[src/hw/rtl/mpsm_pkg.sv]
`default_nettype none
package mpsm_pkg;

    // defaults for the top-level parameters
    localparam int MAX_NODES_DEF    = 1024;
    localparam int MAX_PATTERNS_DEF = 256;
    localparam int MAX_DEPTH_DEF    = 32;

    // reports for one text byte are capped here
    localparam int MAX_RESULTS = 32;
    localparam int CNT_W       = $clog2(MAX_RESULTS + 1);

    // input action codes (s_tuser)
    localparam logic [1:0] ACT_PCHAR = 2'd0;
    localparam logic [1:0] ACT_PEND  = 2'd1;
    localparam logic [1:0] ACT_TEXT  = 2'd2;
    localparam logic [1:0] ACT_NEW   = 2'd3;

    // result kinds (m_tuser)
    localparam logic KIND_MATCH  = 1'b0;
    localparam logic KIND_STATUS = 1'b1;

    // insert status codes
    localparam logic [1:0] ST_OK    = 2'd0;
    localparam logic [1:0] ST_EMPTY = 2'd1;
    localparam logic [1:0] ST_FULL  = 2'd2;
    localparam logic [1:0] ST_LONG  = 2'd3;

    // datapath operations issued by the controller
    localparam int OP_W = 6;
    localparam logic [OP_W-1:0] OP_NONE     = 6'd0;
    localparam logic [OP_W-1:0] OP_P_ERR3   = 6'd1;
    localparam logic [OP_W-1:0] OP_P_FINIT  = 6'd2;
    localparam logic [OP_W-1:0] OP_FIND     = 6'd3;
    localparam logic [OP_W-1:0] OP_P_TAKE   = 6'd4;
    localparam logic [OP_W-1:0] OP_P_ERR2   = 6'd5;
    localparam logic [OP_W-1:0] OP_P_NEW    = 6'd6;
    localparam logic [OP_W-1:0] OP_E_EMIT   = 6'd7;
    localparam logic [OP_W-1:0] OP_RB_INIT  = 6'd8;
    localparam logic [OP_W-1:0] OP_RB_POP   = 6'd9;
    localparam logic [OP_W-1:0] OP_RB_LATCH = 6'd10;
    localparam logic [OP_W-1:0] OP_RB_KIDS  = 6'd11;
    localparam logic [OP_W-1:0] OP_RB_RDPS  = 6'd12;
    localparam logic [OP_W-1:0] OP_RB_PS    = 6'd13;
    localparam logic [OP_W-1:0] OP_RB_FSET  = 6'd14;
    localparam logic [OP_W-1:0] OP_RB_FNEXT = 6'd15;
    localparam logic [OP_W-1:0] OP_RB_FAILC = 6'd16;
    localparam logic [OP_W-1:0] OP_RB_FAIL0 = 6'd17;
    localparam logic [OP_W-1:0] OP_RB_ORD   = 6'd18;
    localparam logic [OP_W-1:0] OP_RB_OCHK  = 6'd19;
    localparam logic [OP_W-1:0] OP_RB_OLW   = 6'd20;
    localparam logic [OP_W-1:0] OP_RB_DONE  = 6'd21;
    localparam logic [OP_W-1:0] OP_M_INIT   = 6'd22;
    localparam logic [OP_W-1:0] OP_M_TAKE   = 6'd23;
    localparam logic [OP_W-1:0] OP_M_FRD    = 6'd24;
    localparam logic [OP_W-1:0] OP_M_FAIL   = 6'd25;
    localparam logic [OP_W-1:0] OP_M_SET    = 6'd26;
    localparam logic [OP_W-1:0] OP_M_NEMIT  = 6'd27;
    localparam logic [OP_W-1:0] OP_M_NSKIP  = 6'd28;
    localparam logic [OP_W-1:0] OP_M_CRD    = 6'd29;
    localparam logic [OP_W-1:0] OP_M_CEMIT  = 6'd30;

    typedef struct packed {
        logic            accept;
        logic [OP_W-1:0] op;
    } cmd_t;

    typedef struct packed {
        logic err_nz;
        logic len_full;
        logic nodes_full;
        logic stale;
        logic found;
        logic find_hit;
        logic find_miss;
        logic kids_done;
        logic q_empty;
        logic n_root;
        logic p_root;
        logic f_root;
        logic mn_root;
        logic o_root;
        logic n_term;
        logic info_term;
        logic cnt_full;
        logic out_free;
    } st_t;

endpackage
`default_nettype wire

[src/hw/rtl/mpsm_ctrl.sv]
`default_nettype none
module mpsm_ctrl (
    input  wire logic            clk,
    input  wire logic            rst_n,
    input  wire logic            s_tvalid,
    input  wire logic [1:0]      s_action,
    output logic                 s_tready,
    input  wire mpsm_pkg::st_t   st,
    output mpsm_pkg::cmd_t       cmd
);

    localparam logic [4:0] S_IDLE     = 5'd0;
    localparam logic [4:0] S_P0       = 5'd1;
    localparam logic [4:0] S_P1       = 5'd2;
    localparam logic [4:0] S_FIND     = 5'd3;
    localparam logic [4:0] S_E0       = 5'd4;
    localparam logic [4:0] S_X0       = 5'd5;
    localparam logic [4:0] S_RB_POP   = 5'd6;
    localparam logic [4:0] S_RB_LAT   = 5'd7;
    localparam logic [4:0] S_RB_KIDS  = 5'd8;
    localparam logic [4:0] S_RB_RDPS  = 5'd9;
    localparam logic [4:0] S_RB_PS    = 5'd10;
    localparam logic [4:0] S_RB_PCHK  = 5'd11;
    localparam logic [4:0] S_RB_FRET  = 5'd12;
    localparam logic [4:0] S_RB_FLOAD = 5'd13;
    localparam logic [4:0] S_RB_OTEST = 5'd14;
    localparam logic [4:0] S_RB_OCHK  = 5'd15;
    localparam logic [4:0] S_RB_OLW   = 5'd16;
    localparam logic [4:0] S_RB_DONE  = 5'd17;
    localparam logic [4:0] S_M_RET1   = 5'd18;
    localparam logic [4:0] S_M_FAIL   = 5'd19;
    localparam logic [4:0] S_M_RET2   = 5'd20;
    localparam logic [4:0] S_M_SET    = 5'd21;
    localparam logic [4:0] S_M_N      = 5'd22;
    localparam logic [4:0] S_M_CTEST  = 5'd23;
    localparam logic [4:0] S_M_CE     = 5'd24;

    logic [4:0] state_reg, state_next;
    logic [4:0] ret_reg, ret_next;

    assign s_tready = (state_reg == S_IDLE);

    always_comb
    begin
        state_next = state_reg;
        ret_next   = ret_reg;
        cmd.accept = 1'b0;
        cmd.op     = mpsm_pkg::OP_NONE;
        case (state_reg)
            S_IDLE:
            begin
                cmd.accept = s_tvalid;
                if (s_tvalid)
                begin
                    case (s_action)
                        mpsm_pkg::ACT_PCHAR: state_next = S_P0;
                        mpsm_pkg::ACT_PEND:  state_next = S_E0;
                        mpsm_pkg::ACT_TEXT:  state_next = S_X0;
                        default:             state_next = S_IDLE;
                    endcase
                end
            end
            S_P0:
            begin
                state_next = S_IDLE;
                if (st.err_nz)
                begin
                    cmd.op = mpsm_pkg::OP_NONE;
                end
                else if (st.len_full)
                begin
                    cmd.op = mpsm_pkg::OP_P_ERR3;
                end
                else
                begin
                    cmd.op     = mpsm_pkg::OP_P_FINIT;
                    ret_next   = S_P1;
                    state_next = S_FIND;
                end
            end
            S_FIND:
            begin
                cmd.op = mpsm_pkg::OP_FIND;
                if (st.find_hit || st.find_miss)
                begin
                    state_next = ret_reg;
                end
            end
            S_P1:
            begin
                state_next = S_IDLE;
                if (st.found)
                begin
                    cmd.op = mpsm_pkg::OP_P_TAKE;
                end
                else if (st.nodes_full)
                begin
                    cmd.op = mpsm_pkg::OP_P_ERR2;
                end
                else
                begin
                    cmd.op = mpsm_pkg::OP_P_NEW;
                end
            end
            S_E0:
            begin
                if (st.out_free)
                begin
                    cmd.op     = mpsm_pkg::OP_E_EMIT;
                    state_next = S_IDLE;
                end
            end
            S_X0:
            begin
                if (st.stale)
                begin
                    cmd.op     = mpsm_pkg::OP_RB_INIT;
                    state_next = S_RB_POP;
                end
                else
                begin
                    cmd.op     = mpsm_pkg::OP_M_INIT;
                    ret_next   = S_M_RET1;
                    state_next = S_FIND;
                end
            end
            S_RB_POP:
            begin
                if (st.q_empty)
                begin
                    state_next = S_RB_DONE;
                end
                else
                begin
                    cmd.op     = mpsm_pkg::OP_RB_POP;
                    state_next = S_RB_LAT;
                end
            end
            S_RB_LAT:
            begin
                cmd.op     = mpsm_pkg::OP_RB_LATCH;
                state_next = S_RB_KIDS;
            end
            S_RB_KIDS:
            begin
                cmd.op = mpsm_pkg::OP_RB_KIDS;
                if (st.kids_done)
                begin
                    state_next = st.n_root ? S_RB_POP : S_RB_RDPS;
                end
            end
            S_RB_RDPS:
            begin
                cmd.op     = mpsm_pkg::OP_RB_RDPS;
                state_next = S_RB_PS;
            end
            S_RB_PS:
            begin
                cmd.op     = mpsm_pkg::OP_RB_PS;
                state_next = S_RB_PCHK;
            end
            S_RB_PCHK:
            begin
                if (st.p_root)
                begin
                    cmd.op     = mpsm_pkg::OP_RB_FAIL0;
                    state_next = S_RB_OTEST;
                end
                else
                begin
                    cmd.op     = mpsm_pkg::OP_RB_FSET;
                    ret_next   = S_RB_FRET;
                    state_next = S_FIND;
                end
            end
            S_RB_FRET:
            begin
                if (st.found)
                begin
                    cmd.op     = mpsm_pkg::OP_RB_FAILC;
                    state_next = S_RB_OTEST;
                end
                else if (st.f_root)
                begin
                    cmd.op     = mpsm_pkg::OP_RB_FAIL0;
                    state_next = S_RB_OTEST;
                end
                else
                begin
                    cmd.op     = mpsm_pkg::OP_RB_FNEXT;
                    state_next = S_RB_FLOAD;
                end
            end
            S_RB_FLOAD:
            begin
                cmd.op     = mpsm_pkg::OP_RB_FSET;
                ret_next   = S_RB_FRET;
                state_next = S_FIND;
            end
            S_RB_OTEST:
            begin
                if (st.o_root)
                begin
                    state_next = S_RB_OLW;
                end
                else
                begin
                    cmd.op     = mpsm_pkg::OP_RB_ORD;
                    state_next = S_RB_OCHK;
                end
            end
            S_RB_OCHK:
            begin
                cmd.op     = mpsm_pkg::OP_RB_OCHK;
                state_next = st.info_term ? S_RB_OLW : S_RB_OTEST;
            end
            S_RB_OLW:
            begin
                cmd.op     = mpsm_pkg::OP_RB_OLW;
                state_next = S_RB_POP;
            end
            S_RB_DONE:
            begin
                cmd.op     = mpsm_pkg::OP_RB_DONE;
                state_next = S_X0;
            end
            S_M_RET1:
            begin
                if (st.found)
                begin
                    cmd.op     = mpsm_pkg::OP_M_TAKE;
                    state_next = S_M_SET;
                end
                else
                begin
                    cmd.op     = mpsm_pkg::OP_M_FRD;
                    state_next = S_M_FAIL;
                end
            end
            S_M_FAIL:
            begin
                cmd.op     = mpsm_pkg::OP_M_FAIL;
                ret_next   = S_M_RET2;
                state_next = S_FIND;
            end
            S_M_RET2:
            begin
                if (st.found)
                begin
                    cmd.op     = mpsm_pkg::OP_M_TAKE;
                    state_next = S_M_SET;
                end
                else if (st.mn_root)
                begin
                    state_next = S_M_SET;
                end
                else
                begin
                    cmd.op     = mpsm_pkg::OP_M_FRD;
                    state_next = S_M_FAIL;
                end
            end
            S_M_SET:
            begin
                cmd.op     = mpsm_pkg::OP_M_SET;
                state_next = S_M_N;
            end
            S_M_N:
            begin
                if (!st.n_term)
                begin
                    cmd.op     = mpsm_pkg::OP_M_NSKIP;
                    state_next = S_M_CTEST;
                end
                else if (st.out_free)
                begin
                    cmd.op     = mpsm_pkg::OP_M_NEMIT;
                    state_next = S_M_CTEST;
                end
            end
            S_M_CTEST:
            begin
                if (st.o_root || st.cnt_full)
                begin
                    state_next = S_IDLE;
                end
                else
                begin
                    cmd.op     = mpsm_pkg::OP_M_CRD;
                    state_next = S_M_CE;
                end
            end
            S_M_CE:
            begin
                if (st.out_free)
                begin
                    cmd.op     = mpsm_pkg::OP_M_CEMIT;
                    state_next = S_M_CTEST;
                end
            end
            default:
            begin
                state_next = S_IDLE;
            end
        endcase
    end

    always_ff @(posedge clk or negedge rst_n)
    begin
        if (!rst_n)
        begin
            state_reg <= S_IDLE;
            ret_reg   <= S_IDLE;
        end
        else
        begin
            state_reg <= state_next;
            ret_reg   <= ret_next;
        end
    end

endmodule
`default_nettype wire

[config.mk]
export PLATFORM = sky130hd
export DESIGN_NAME = mpsm_ctrl
export DESIGN_NICKNAME = d
export VERILOG_FILES = /design/src/hw/rtl/mpsm_pkg.sv /design/src/hw/rtl/mpsm_ctrl.sv
export SDC_FILE = /design/constraint.sdc
export NUM_CORES = 1
export LEC_CHECK = 0
export BUFFER_PORTS_ARGS = -buffer_cell sky130_fd_sc_hd__buf_2
export CORE_MARGIN = 2
export CORE_UTILIZATION = 35
export DETAILED_ROUTE_END_ITERATION = 8
export HOLD_SLACK_MARGIN = 0.06
export PLACE_DENSITY = 0.54
export SLEW_MARGIN = 10
export SYNTH_ARGS = -nofsm -noshare
export SYNTH_HDL_FRONTEND = slang
export SYNTH_SLANG_ARGS = --single-unit
[constraint.sdc]
create_clock -name clk -period 1.6 [get_ports clk]
set_input_delay 0.08 -clock clk [delete_from_list [all_inputs] [get_ports clk]]
set_output_delay 0.08 -clock clk [all_outputs]
set_load 0.02 [all_outputs]
# Word-level counts from Yosys, hierarchy flattened
# Index checks and enable logic that the tools add are counted.
[op_classes]
n_eq_ne = 34
n_mux = 47
n_reduce_logical = 8
[op_table]
columns = ["op", "count"]
rows = [
  ["5-bit 2-to-1 mux", 25],
  ["5-bit case mux with 24 select lines", 1],
  ["5-bit case mux with 23 select lines", 1],
  ["5-bit equality test, second input constant", 9],
  ["5-bit by 4-bit equality test with 1-bit output, second input constant", 8],
  ["5-bit case mux with 5 select lines", 1],
  ["5-bit by 3-bit equality test with 1-bit output, second input constant", 4],
  ["2-bit 2-to-1 mux", 8],
  ["4-bit 2-to-1 mux", 4],
  ["2-bit inequality test, second input constant", 8],
  ["3-bit 2-to-1 mux", 5],
  ["5-bit by 2-bit equality test with 1-bit output, second input constant", 2],
  ["3-bit case mux with 3 select lines", 1],
  ["5-bit by 1-bit equality test with 1-bit output, second input constant", 1],
  ["5-bit zero test", 1],
  ["5-bit AND reduction", 1],
  ["5-bit nonzero test", 1],
  ["4-bit AND reduction", 1],
  ["2-bit by 1-bit equality test with 1-bit output, second input constant", 1],
  ["2-bit equality test, second input constant", 1],
  ["2-bit zero test", 1],
  ["1-bit logical OR", 2],
  ["2-bit OR reduction", 1],
  ["1-bit 2-to-1 mux", 1],
]
[totals]
reg_bits = 10
out_inout_bits = 8
wordCells = 91

# Longest topological paths before layout
# Gate-level depths: netlist (run 1).
[logic_depth]
word_depth = 4
mapped_depth = 8
ltp_nobuf = 6

# Worst setup path before layout (run 1)
# Ideal clock, no wire load.
[synth_path]
kind = "register to output"
start = "reg state_reg[1]"
end = "out cmd[2] (netlist name)"
t_arrival_ns = 1.712
slack_ns = -0.192
path_stages_with_launch = 8
path_cell_list = "dfrtp_1 -> buf_6 -> buf_2 -> xnor2_1 -> nor3_1 -> a32oi_1 -> nand2_1 -> or4_1"
[synth_lines]
columns = ["element", "line_no", "source"]
rows = [
  ["start: declaration", "mpsm_ctrl.sv:38", "logic [4:0] state_reg, state_next;"],
  ["start signal: assignment", "mpsm_ctrl.sv:317", "state_reg <= state_next;"],
  ["end: declaration", "mpsm_ctrl.sv:9", "output mpsm_pkg::cmd_t cmd"],
]

==> reports/results.tsv, run 1 <==
metric	value	unit
die width	73.3	um
Worst Setup Slack post-DPL	-0.328	ns
dpl hpwl	5660	um
sum of buffers and inverters on the critical path	3	
gr usage total	0.287	
FF-to-FF Start	state_reg[1]	
Util after Layout	0.607	
Peak VDD IR	0.000485	V
TritonCTS Buffers	3	
Internal	1.82	mW
Synth Register Bits	9	
routability-driven placement congestion ratio	0.983	
vias in the first global route	2300	
CP startpoint kind	register	
Final Hold Fails	0	
Max Cap Violations	0	
EDFF count, synth	0	
synthesized area	0.00168	mm2
clk slew on worst S/H paths	0.05	ns
first-pass GRT wire length	12100	um
total power	3.35	mW
Max Slew Vio Count	0	
worst setup margin	-0.504	ns
worst min path class	input port to register	
initial DRC count	283	
r2r endpoint	state_reg[2]	
R2R depth	6	
Die Y	73.3	um
port bufs	29	
syn avg cell area	7.22	um2
Final Skew	0.00302	ns
register share of total power	0.102	
Total Neg Setup Slack	-5.34	ns
Comb pwr share	0.818	
nets	363	
Fmax	0.475	GHz
Critical Path, Cell by Cell	buf_6 > buf_6 > xnor2_4 > nor3_2 > a32oi_1 > nand2_2 > or4_4 > buf_6	
element type at the critical path end	output pin	
Core Region	0.00469	mm2
routed len/inst	19.7	um
io pins	31	
most frequent CP cell	buf_6	
WL final	7680	um
DRC viols	0	
Hold Crit Endpoint	state_reg[3]	
vias per cell	6.15	
Clk Latency, worst-skew pair	0.23	ns
Critical Path Slowest Stage Cell	dfrtp_2	
crit-path max cell delay	0.45	ns
biggest area consumer among synthesized cells	dfrtp_1	
effective utilization at floorplan	0.358	
critical path class	register to output pin	
share of layout cells above drive strength 1	0.534	
Rows	25	
CTS H-tree lvls	1	
RSZ-0062 raised after global routing	true	
final hold slack	0.0729	ns
CTS tree	done	
ys async rst share	1.00	
kind of cell adding the most delay to the critical path	simple AND/OR/NAND/NOR gates	
failing checks	setup timing	
Yosys cell types	66	
Switching Fraction	0.457	
CP arrival	2.02	ns
Final Setup Violations	16	
Largest register FFs	5	
largest net degree at the start of global routing	29	
status	complete, but fails checks	
NetSw	1.53	mW
ant diodes	0	
PwrDens	1170	mW/mm2
Die Area	0.00538	mm2
R2R Setup Slk	-0.37	ns
leak pwr	1.27	nW
WP data required	1.52	ns
clock sinks	9	
largest buffer count on any clock path	2	
area grow syn2layout	69.5	%
top post-synthesis cells by area	dfrtp_1, o21ai_0, buf_2	
via count	2406	
CTS root buf	clkbuf_8	
Final period util	1.32	
Mapped Nets	258	
crit path max fanout	6	
Syn. warnings	0	
Tmin final	2.10	ns
initial antenna violation count	0	
Overflow after GRT	0	
Synth Flop Type	dfrtp_1	
hold_sp	st[10]	
Clock power frac	0.081	
sequential share of the synthesized area	0.134	
Yosys top cell area share	0.134	
Gate Count Post-Synth	233	
Post-DRT Antenna Nets	0	
fillcell total	426	
Hold Path Stages	2	
drt first pass iters	5	
==> power groups by stage <==
stage               clock network, mW  logic [mW]  registers (mW)
floorplan                           0        1.23           0.289
global placement                    0        2.21           0.318
detailed placement                  0        2.19           0.320
CTS                             0.274        2.46           0.331
global route                    0.284        2.91           0.343
finish                          0.270        2.74           0.340
==> worst reg2reg max path, delay by kind of cell (launching register included) <==
family	cells	cell delay, ns
AO/OA/AOI/OAI	2	0.28
buffers and inverters	1	0.13
flip-flops	1	0.46
AND/OR/NAND/NOR	3	0.97
==> Yosys cell counts, drive strengths merged (3+ instances only) <==
library cell	count
a32oi	4
nor3b	5
nor4	4
nand2b	8
nor3	9
o211ai	5
nand2	14
and3b	4
o221ai	4
nand3	7
o21ai	17
a21oi	9
or3b	3
clkbuf	4
o2111ai	3
nor2	17
nor2b	8
mux2	3
a22oi	3
a2111o	3
inv	10
o22ai	4
nand3b	6
o21a	3
buf	17
nand4	3
or2	6
dfrtp	9
==> cell families after synthesis <==
kind of cell / Yosys count / synth area share
simple gates: 104 / 0.359
flops: 9 / 0.134
mux: 4 / 0.0260
fa+ha+maj: 2 / 0.0149
buf+inv: 31 / 0.0908
other cells: 1 / 0.00223
xor+xnor: 1 / 0.00521
compound gates: 81 / 0.368
==> worst max-delay path by stage <==
stage            startpoint            to  slack [ns]  cells after the start
2_1_floorplan  state_reg[2]    ret_reg[3]       -0.16                      5
3_3_place_gp   state_reg[1]  state_reg[2]       -0.35                      7
3_5_place_dp   state_reg[1]  state_reg[2]       -0.33                      7
4_1_cts        state_reg[2]        cmd[2]       -0.45                      7
5_1_grt        state_reg[2]        cmd[2]       -0.60                      8
6_report       state_reg[2]        cmd[2]       -0.50                      8
==> per-layer routing <==
metal	vias to the layer above	track usage	wire length [um]
met5	-	0	0
met4	0	0.0687	177
met3	18	0.0343	688
met2	150	0.462	3520
met1	1132	0.409	3300
li1	1106	-	-
==> repair_timing <==
action,CTS,global route
setup endpoints to repair,16,16
buffers inserted,9,8
pin swaps,11,15
gates resized for setup,46,20
hold buffers,1,0
cloned,0,1
hold endpoints to repair,9,0
==> layout by cell type (no fill, tap or decap), drive strengths merged, types with 7 or more instances in the layout <==
| cell type | instances |
|---|---|
| a21oi | 9 |
| nor3 | 9 |
| dfrtp | 9 |
| o21ai | 17 |
| nand3 | 7 |
| nand2 | 14 |
| inv | 10 |
| buf | 119 |
| nor2b | 8 |
| nand2b | 8 |
| nor2 | 17 |
==> area by class of cell <==
cell class | instances | area [um2] | area share
sequential | 9 | 230 | 0.0808
inverter | 10 | 37.5 | 0.0132
clock buffer | 4 | 45.0 | 0.0158
timing repair buffer | 121 | 965 | 0.338
multi-input combinational | 193 | 1510 | 0.528
tap | 54 | 67.6 | 0.0237
==> stage by stage <==
stage,cell area [um2],instances
finish,2850,391
detailed placement,2390,370
floorplan,1750,233
global route,2850,391
CTS,2690,383
global placement,2390,370
(Power assumes the default switching activity.)
==> run 2, diff against run 1 <==
Settings changed: CAP_MARGIN from default to 0, CORE_UTILIZATION 35 to 51, PLACE_DENSITY 0.54 to 0.77.
==> run 2 against run 1 <==
The run ends with DRC, setup timing left. Die area decreased by 30%. Power grew 7.6%. Clock-buffer cell count stayed put. Largest power group unchanged. First-iteration DRC count grew to 2.6 times the previous value. Clock power shrank 19%. Register-to-register slack lost 0.21 ns. Cell count down 1.8%. Via count rose by 23%.
==> reports/results.tsv, run 2 (synthesis results as in run 1) <==
metric	value	unit	change
critical path class	register to output pin		
first-pass GRT wire length	12500	um	+3.0%
Largest register FFs	5		unchanged
nets	366		+0.83%
Overflow after GRT	0		unchanged
clk slew on worst S/H paths	0.08	ns	+0.03 ns
Total Neg Setup Slack	-7.77	ns	-2.43 ns
Tmin final	2.32	ns	+0.212 ns
commonest non-fill, non-tap cell in the layout	buf_4		
vias per cell	7.70		+25%
DP Area	0.00241	mm2	+0.84%
via count	2958		+23%
Rel. slew slack	0.654		
Rows	20		-20%
CP arrival	2.24	ns	+0.22 ns
CTS root buf	clkbuf_4		
Die Y	61.4	um	-16%
effective utilization at floorplan	0.542		+0.184
Critical Path Slowest Stage Cell	dfrtp_1		
Clk Latency, worst-skew pair	0.29	ns	+0.06 ns
io pins	31		unchanged
CTS tree	done		
Design Area, Final	0.00288	mm2	+1.1%
sum of buffers and inverters on the critical path	3		unchanged
failing checks	DRC, setup timing		
Max Slew Vio Count	0		unchanged
initial antenna violation count	0		unchanged
gr usage total	0.460		+0.173
NetSw	1.83	mW	+20%
clock sinks	9		unchanged
dpl hpwl	5630	um	-0.54%
largest net degree at the start of global routing	16		-45%
element type at the critical path end	output pin		
Clock power frac	0.061		-0.020
RSZ-0062 raised after global routing	true		
routed len/inst	28.1	um	+43%
kind of cell adding the most delay to the critical path	compound AO/OA/AOI/OAI gates		
Final Skew	0.00594	ns	+0.00292 ns
Final Hold Fails	0		unchanged
status	complete, but fails checks		
Comb pwr share	0.844		+0.026
Peak VDD IR	0.000929	V	+91%
Final period util	1.45		+0.132
register share of total power	0.095		-0.007
Final Setup Violations	16		unchanged
crit-path max cell delay	0.44	ns	about the same
Internal	1.77	mW	-2.4%
Worst Setup Slack post-DPL	-0.401	ns	-0.0738 ns
routability-driven placement congestion ratio	1.01		+2.6%
vias in the first global route	2477		+7.7%
worst min path class	input port to register		
WL final	10800	um	+41%
largest buffer count on any clock path	2		unchanged
CP startpoint kind	register		
Critical Path, Cell by Cell	buf_6 > buf_8 > nor3b_1 > o21a_1 > o21a_1 > a31oi_2 > nand4_1 > buf_4		
TritonCTS Buffers	3		unchanged
drt first pass iters	9		+4
Core Region	0.00310	mm2	-34%
Die Area	0.00377	mm2	-30%
CTS H-tree lvls	1		unchanged
Fmax	0.432	GHz	-9.1%
final hold slack	0.127	ns	+0.0541 ns
PwrDens	1250	mW/mm2	+6.5%
WP data required	1.52	ns	about the same
Max Cap Violations	0		unchanged
die width	61.4	um	-16%
share of layout cells above drive strength 1	0.535		+0.00117
leak pwr	1.31	nW	+3.0%
DRC viols	139		+139
Switching Fraction	0.508		+0.0505
worst setup margin	-0.716	ns	-0.212 ns
Util after Layout	0.929		+0.321
port bufs	29		unchanged
initial DRC count	741		+160%
Worst Tran Pin Value	0.516	ns	
most frequent CP cell	o21a_1		
most frequent cells in the layout	buf_4, buf_2, buf_6		
area grow syn2layout	71.4	%	
ant diodes	0		unchanged
crit path max fanout	11		+5
Post-DRT Antenna Nets	0		unchanged
fillcell total	118		-72%
==> run 2: changes by cell type in the layout (fill, tap and decap cells not counted), sizes merged <==
cell / before / now
dlygate4sd3: 1 / 2
buf: 119 / 122
clkbuf: 5 / 4
==> run 2: layout make-up <==
type	count	area, um2	share of cell area
multi-input combinational	193	1540	0.534
timing repair buffer	124	995	0.345
sequential	9	229	0.0795
tap	44	55.1	0.0191
inverter	10	37.5	0.0130
clock buffer	4	26.3	0.00912
==> run 2: repair_timing <==
| action | 4_1_cts | 5_1_grt |
|---|---|---|
| pin swaps | 12 | 14 |
| hold buffers | 2 | 0 |
| resized for setup | 41 | 32 |
| buffers inserted | 12 | 5 |
| setup endpoints to repair | 16 | 16 |
| gates cloned | 0 | 0 |
| endpoints found under the hold margin | 10 | 0 |
==> run 2: path summary, 6_finish.rpt <==
path,to,from,cells after the start,slack (ns)
hold / removal,state_reg[1],st[11],3,0.13
setup reg to reg,state_reg[1],state_reg[1],10,-0.58
hold reg to reg,ret_reg[2],ret_reg[2],1,0.52
max in group asynchronous,state_reg[0],rst_n,2,1.10
setup / recovery,cmd[3],state_reg[3],8,-0.72
min in group asynchronous,ret_reg[3],rst_n,2,0.26
==> run 2: power by group through the flow <==
stage	combinational, mW	sequential, mW	clock [mW]
2_1_floorplan	1.23	0.289	0
3_3_place_gp	2.23	0.316	0
3_5_place_dp	2.25	0.320	0
4_1_cts	2.50	0.320	0.184
5_1_grt	3.10	0.342	0.220
6_report	3.04	0.342	0.218
==> run 2: per-stage QoR <==
| step | instances | power (mW) |
|---|---|---|
| 2_1_floorplan | 233 | 1.52 |
| 3_3_place_gp | 361 | 2.54 |
| 3_5_place_dp | 361 | 2.57 |
| 4_1_cts | 379 | 3.01 |
| 5_1_grt | 384 | 3.66 |
| 6_report | 384 | 3.60 |
==> run 2: worst reg2reg max path, delay by kind of cell, from the launching register on <==
family | cells | cell delay [ns]
flops | 1 | 0.49
buf+inv | 5 | 0.69
compound gates | 2 | 0.22
simple gates | 3 | 0.67
==> run 2: routing by layer <==
layer | vias to the layer above | wire (um) | global-route usage
met3 | 177 | 1730 | 0.170
li1 | 1109 | - | -
met2 | 380 | 4290 | 0.704
met1 | 1292 | 3560 | 0.539
met4 | 0 | 1230 | 0.295
met5 | - | 0 | 0.0286
==> run 3, diff against run 2 <==
Settings changed: RECOVER_POWER from default to 100.
==> run 3 against run 2 <==
The run still ends with DRC, setup timing left. First-iteration DRC count shrank 12%. Clock-buffer cell count is the same. Combinational power is essentially flat. Via count is essentially flat. Register-to-register slack lost 0.03 ns.
==> reports/results.tsv, run 3 (synthesis results as in run 1) <==
metric	value	unit	change
status	complete, but fails checks		
failing checks	DRC, setup timing		
worst setup margin	-0.671	ns	+0.0447 ns
drt first pass iters	9		unchanged
Peak VDD IR	0.000934	V	+0.59%
Tmin final	2.27	ns	-0.0447 ns
Die Area	0.00377	mm2	unchanged
effective utilization at floorplan	0.542		unchanged
share of layout cells above drive strength 1	0.532		-0.00294
CTS root buf	clkbuf_4		
CP arrival	2.19	ns	-0.05 ns
PwrDens	1240	mW/mm2	-0.54%
clk slew on worst S/H paths	0.08	ns	about the same
leak pwr	1.31	nW	-0.21%
largest buffer count on any clock path	2		unchanged
largest net degree at the start of global routing	16		unchanged
TritonCTS Buffers	3		unchanged
Final Skew	0.00337	ns	-0.00257 ns
routed len/inst	27.9	um	-0.87%
Rows	20		unchanged
RSZ-0062 raised after global routing	true		
worst min path class	input port to register		
Max Cap Violations	0		unchanged
Total Neg Setup Slack	-7.64	ns	+0.127 ns
ant diodes	0		unchanged
Worst Tran Pin Value	0.652	ns	+0.136 ns
via count	2956		-0.068%
first-pass GRT wire length	12500	um	unchanged
CTS tree	done		
vias per cell	7.70		about the same
initial antenna violation count	0		unchanged
io pins	31		unchanged
WL final	10700	um	-0.87%
element type at the critical path end	output pin		
port bufs	29		unchanged
Core Region	0.00310	mm2	unchanged
vias in the first global route	2477		unchanged
Rel. slew slack	0.565		-0.0889
Post-DRT Antenna Nets	0		unchanged
fillcell total	119		+0.85%
Final Setup Violations	16		unchanged
area grow syn2layout	71.3	%	about the same
Die Y	61.4	um	unchanged
Seq. cell area	229	um2	unchanged
critical path class	register to output pin		
CP startpoint kind	register		
WP data required	1.52	ns	about the same
clock sinks	9		unchanged
routability-driven placement congestion ratio	1.01		unchanged
die width	61.4	um	unchanged
DRC viols	103		-26%
Overflow after GRT	0		unchanged
Clk Latency, worst-skew pair	0.29	ns	about the same
Final period util	1.42		-0.0279
commonest non-fill, non-tap cell in the layout	buf_4		
Max Slew Vio Count	0		unchanged
Fmax	0.440	GHz	+2.0%
final hold slack	0.141	ns	+0.0134 ns
crit path max fanout	9		-2
dpl hpwl	5630	um	unchanged
gr usage total	0.460		unchanged
most frequent cells in the layout	buf_4, buf_2, buf_6		
nets	366		unchanged
initial DRC count	653		-12%
Final Hold Fails	0		unchanged
total power	3.58	mW	-0.58%
CTS H-tree lvls	1		unchanged
footprint of the multi-input gates	0.00154	mm2	unchanged
Largest register FFs	5		unchanged
run 3: metrics by stage:
stage                     utilization  instances  setup slack, ns  instance area, um2
after floorplan                     -        233           -0.158                1750
after global placement          0.778        361           -0.298                2410
after detailed placement        0.778        361           -0.401                2410
after CTS                       0.872        379           -0.470                2710
after global routing            0.928        384           -0.685                2880
final                           0.928        384           -0.671                2880
run 3: routing by layer:
metal | vias to the layer above | share of wire | track usage
li1 | 1106 | - | -
met1 | 1285 | 0.33 | 0.539
met2 | 394 | 0.40 | 0.704
met3 | 171 | 0.16 | 0.170
met4 | 0 | 0.11 | 0.295
met5 | - | 0 | 0.0286
run 3: what timing repair did:
item,in CTS,in global routing
buffers inserted,12,5
hold buffers,2,0
endpoints found under the hold margin,10,0
pin swaps,12,14
resized for setup,41,32
setup endpoints to repair,16,16
gates cloned,0,0
run 3: path summary, 6_finish.rpt:
path,cells after the start,to,slack [ns],startpoint
hold / removal,3,state_reg[1],0.14,st[12]
setup reg to reg,6,ret_reg[3],-0.61,state_reg[4]
setup / recovery,7,cmd[2],-0.67,state_reg[3]
min in group asynchronous,2,ret_reg[3],0.39,rst_n
max in group asynchronous,2,state_reg[0],0.75,rst_n
hold reg to reg,1,ret_reg[2],0.53,ret_reg[2]
run 3: area by class of cell:
class                           instances  share of cell area
Multi-Input combinational cell        193               0.534
Timing Repair Buffer                  124               0.345
Sequential cell                         9              0.0795
Tap cell                               44              0.0191
Inverter                               10              0.0130
Clock buffer                            4             0.00912
run 3: power by group:
group	internal [mW]	total, mW	switching [mW]
clock network	0.0972	0.222	0.125
registers	0.269	0.341	0.0722
logic	1.41	3.02	1.61
run 3: worst max-delay path, cell delays in order (launching register included):
cell and delay [ns]:
dfrtp_1 0.44, buf_4 0.23, nand2b_1 0.23, nor3_1 0.12, a32oi_1 0.20, nand2_2 0.10, or4_4 0.42, buf_6 0.14
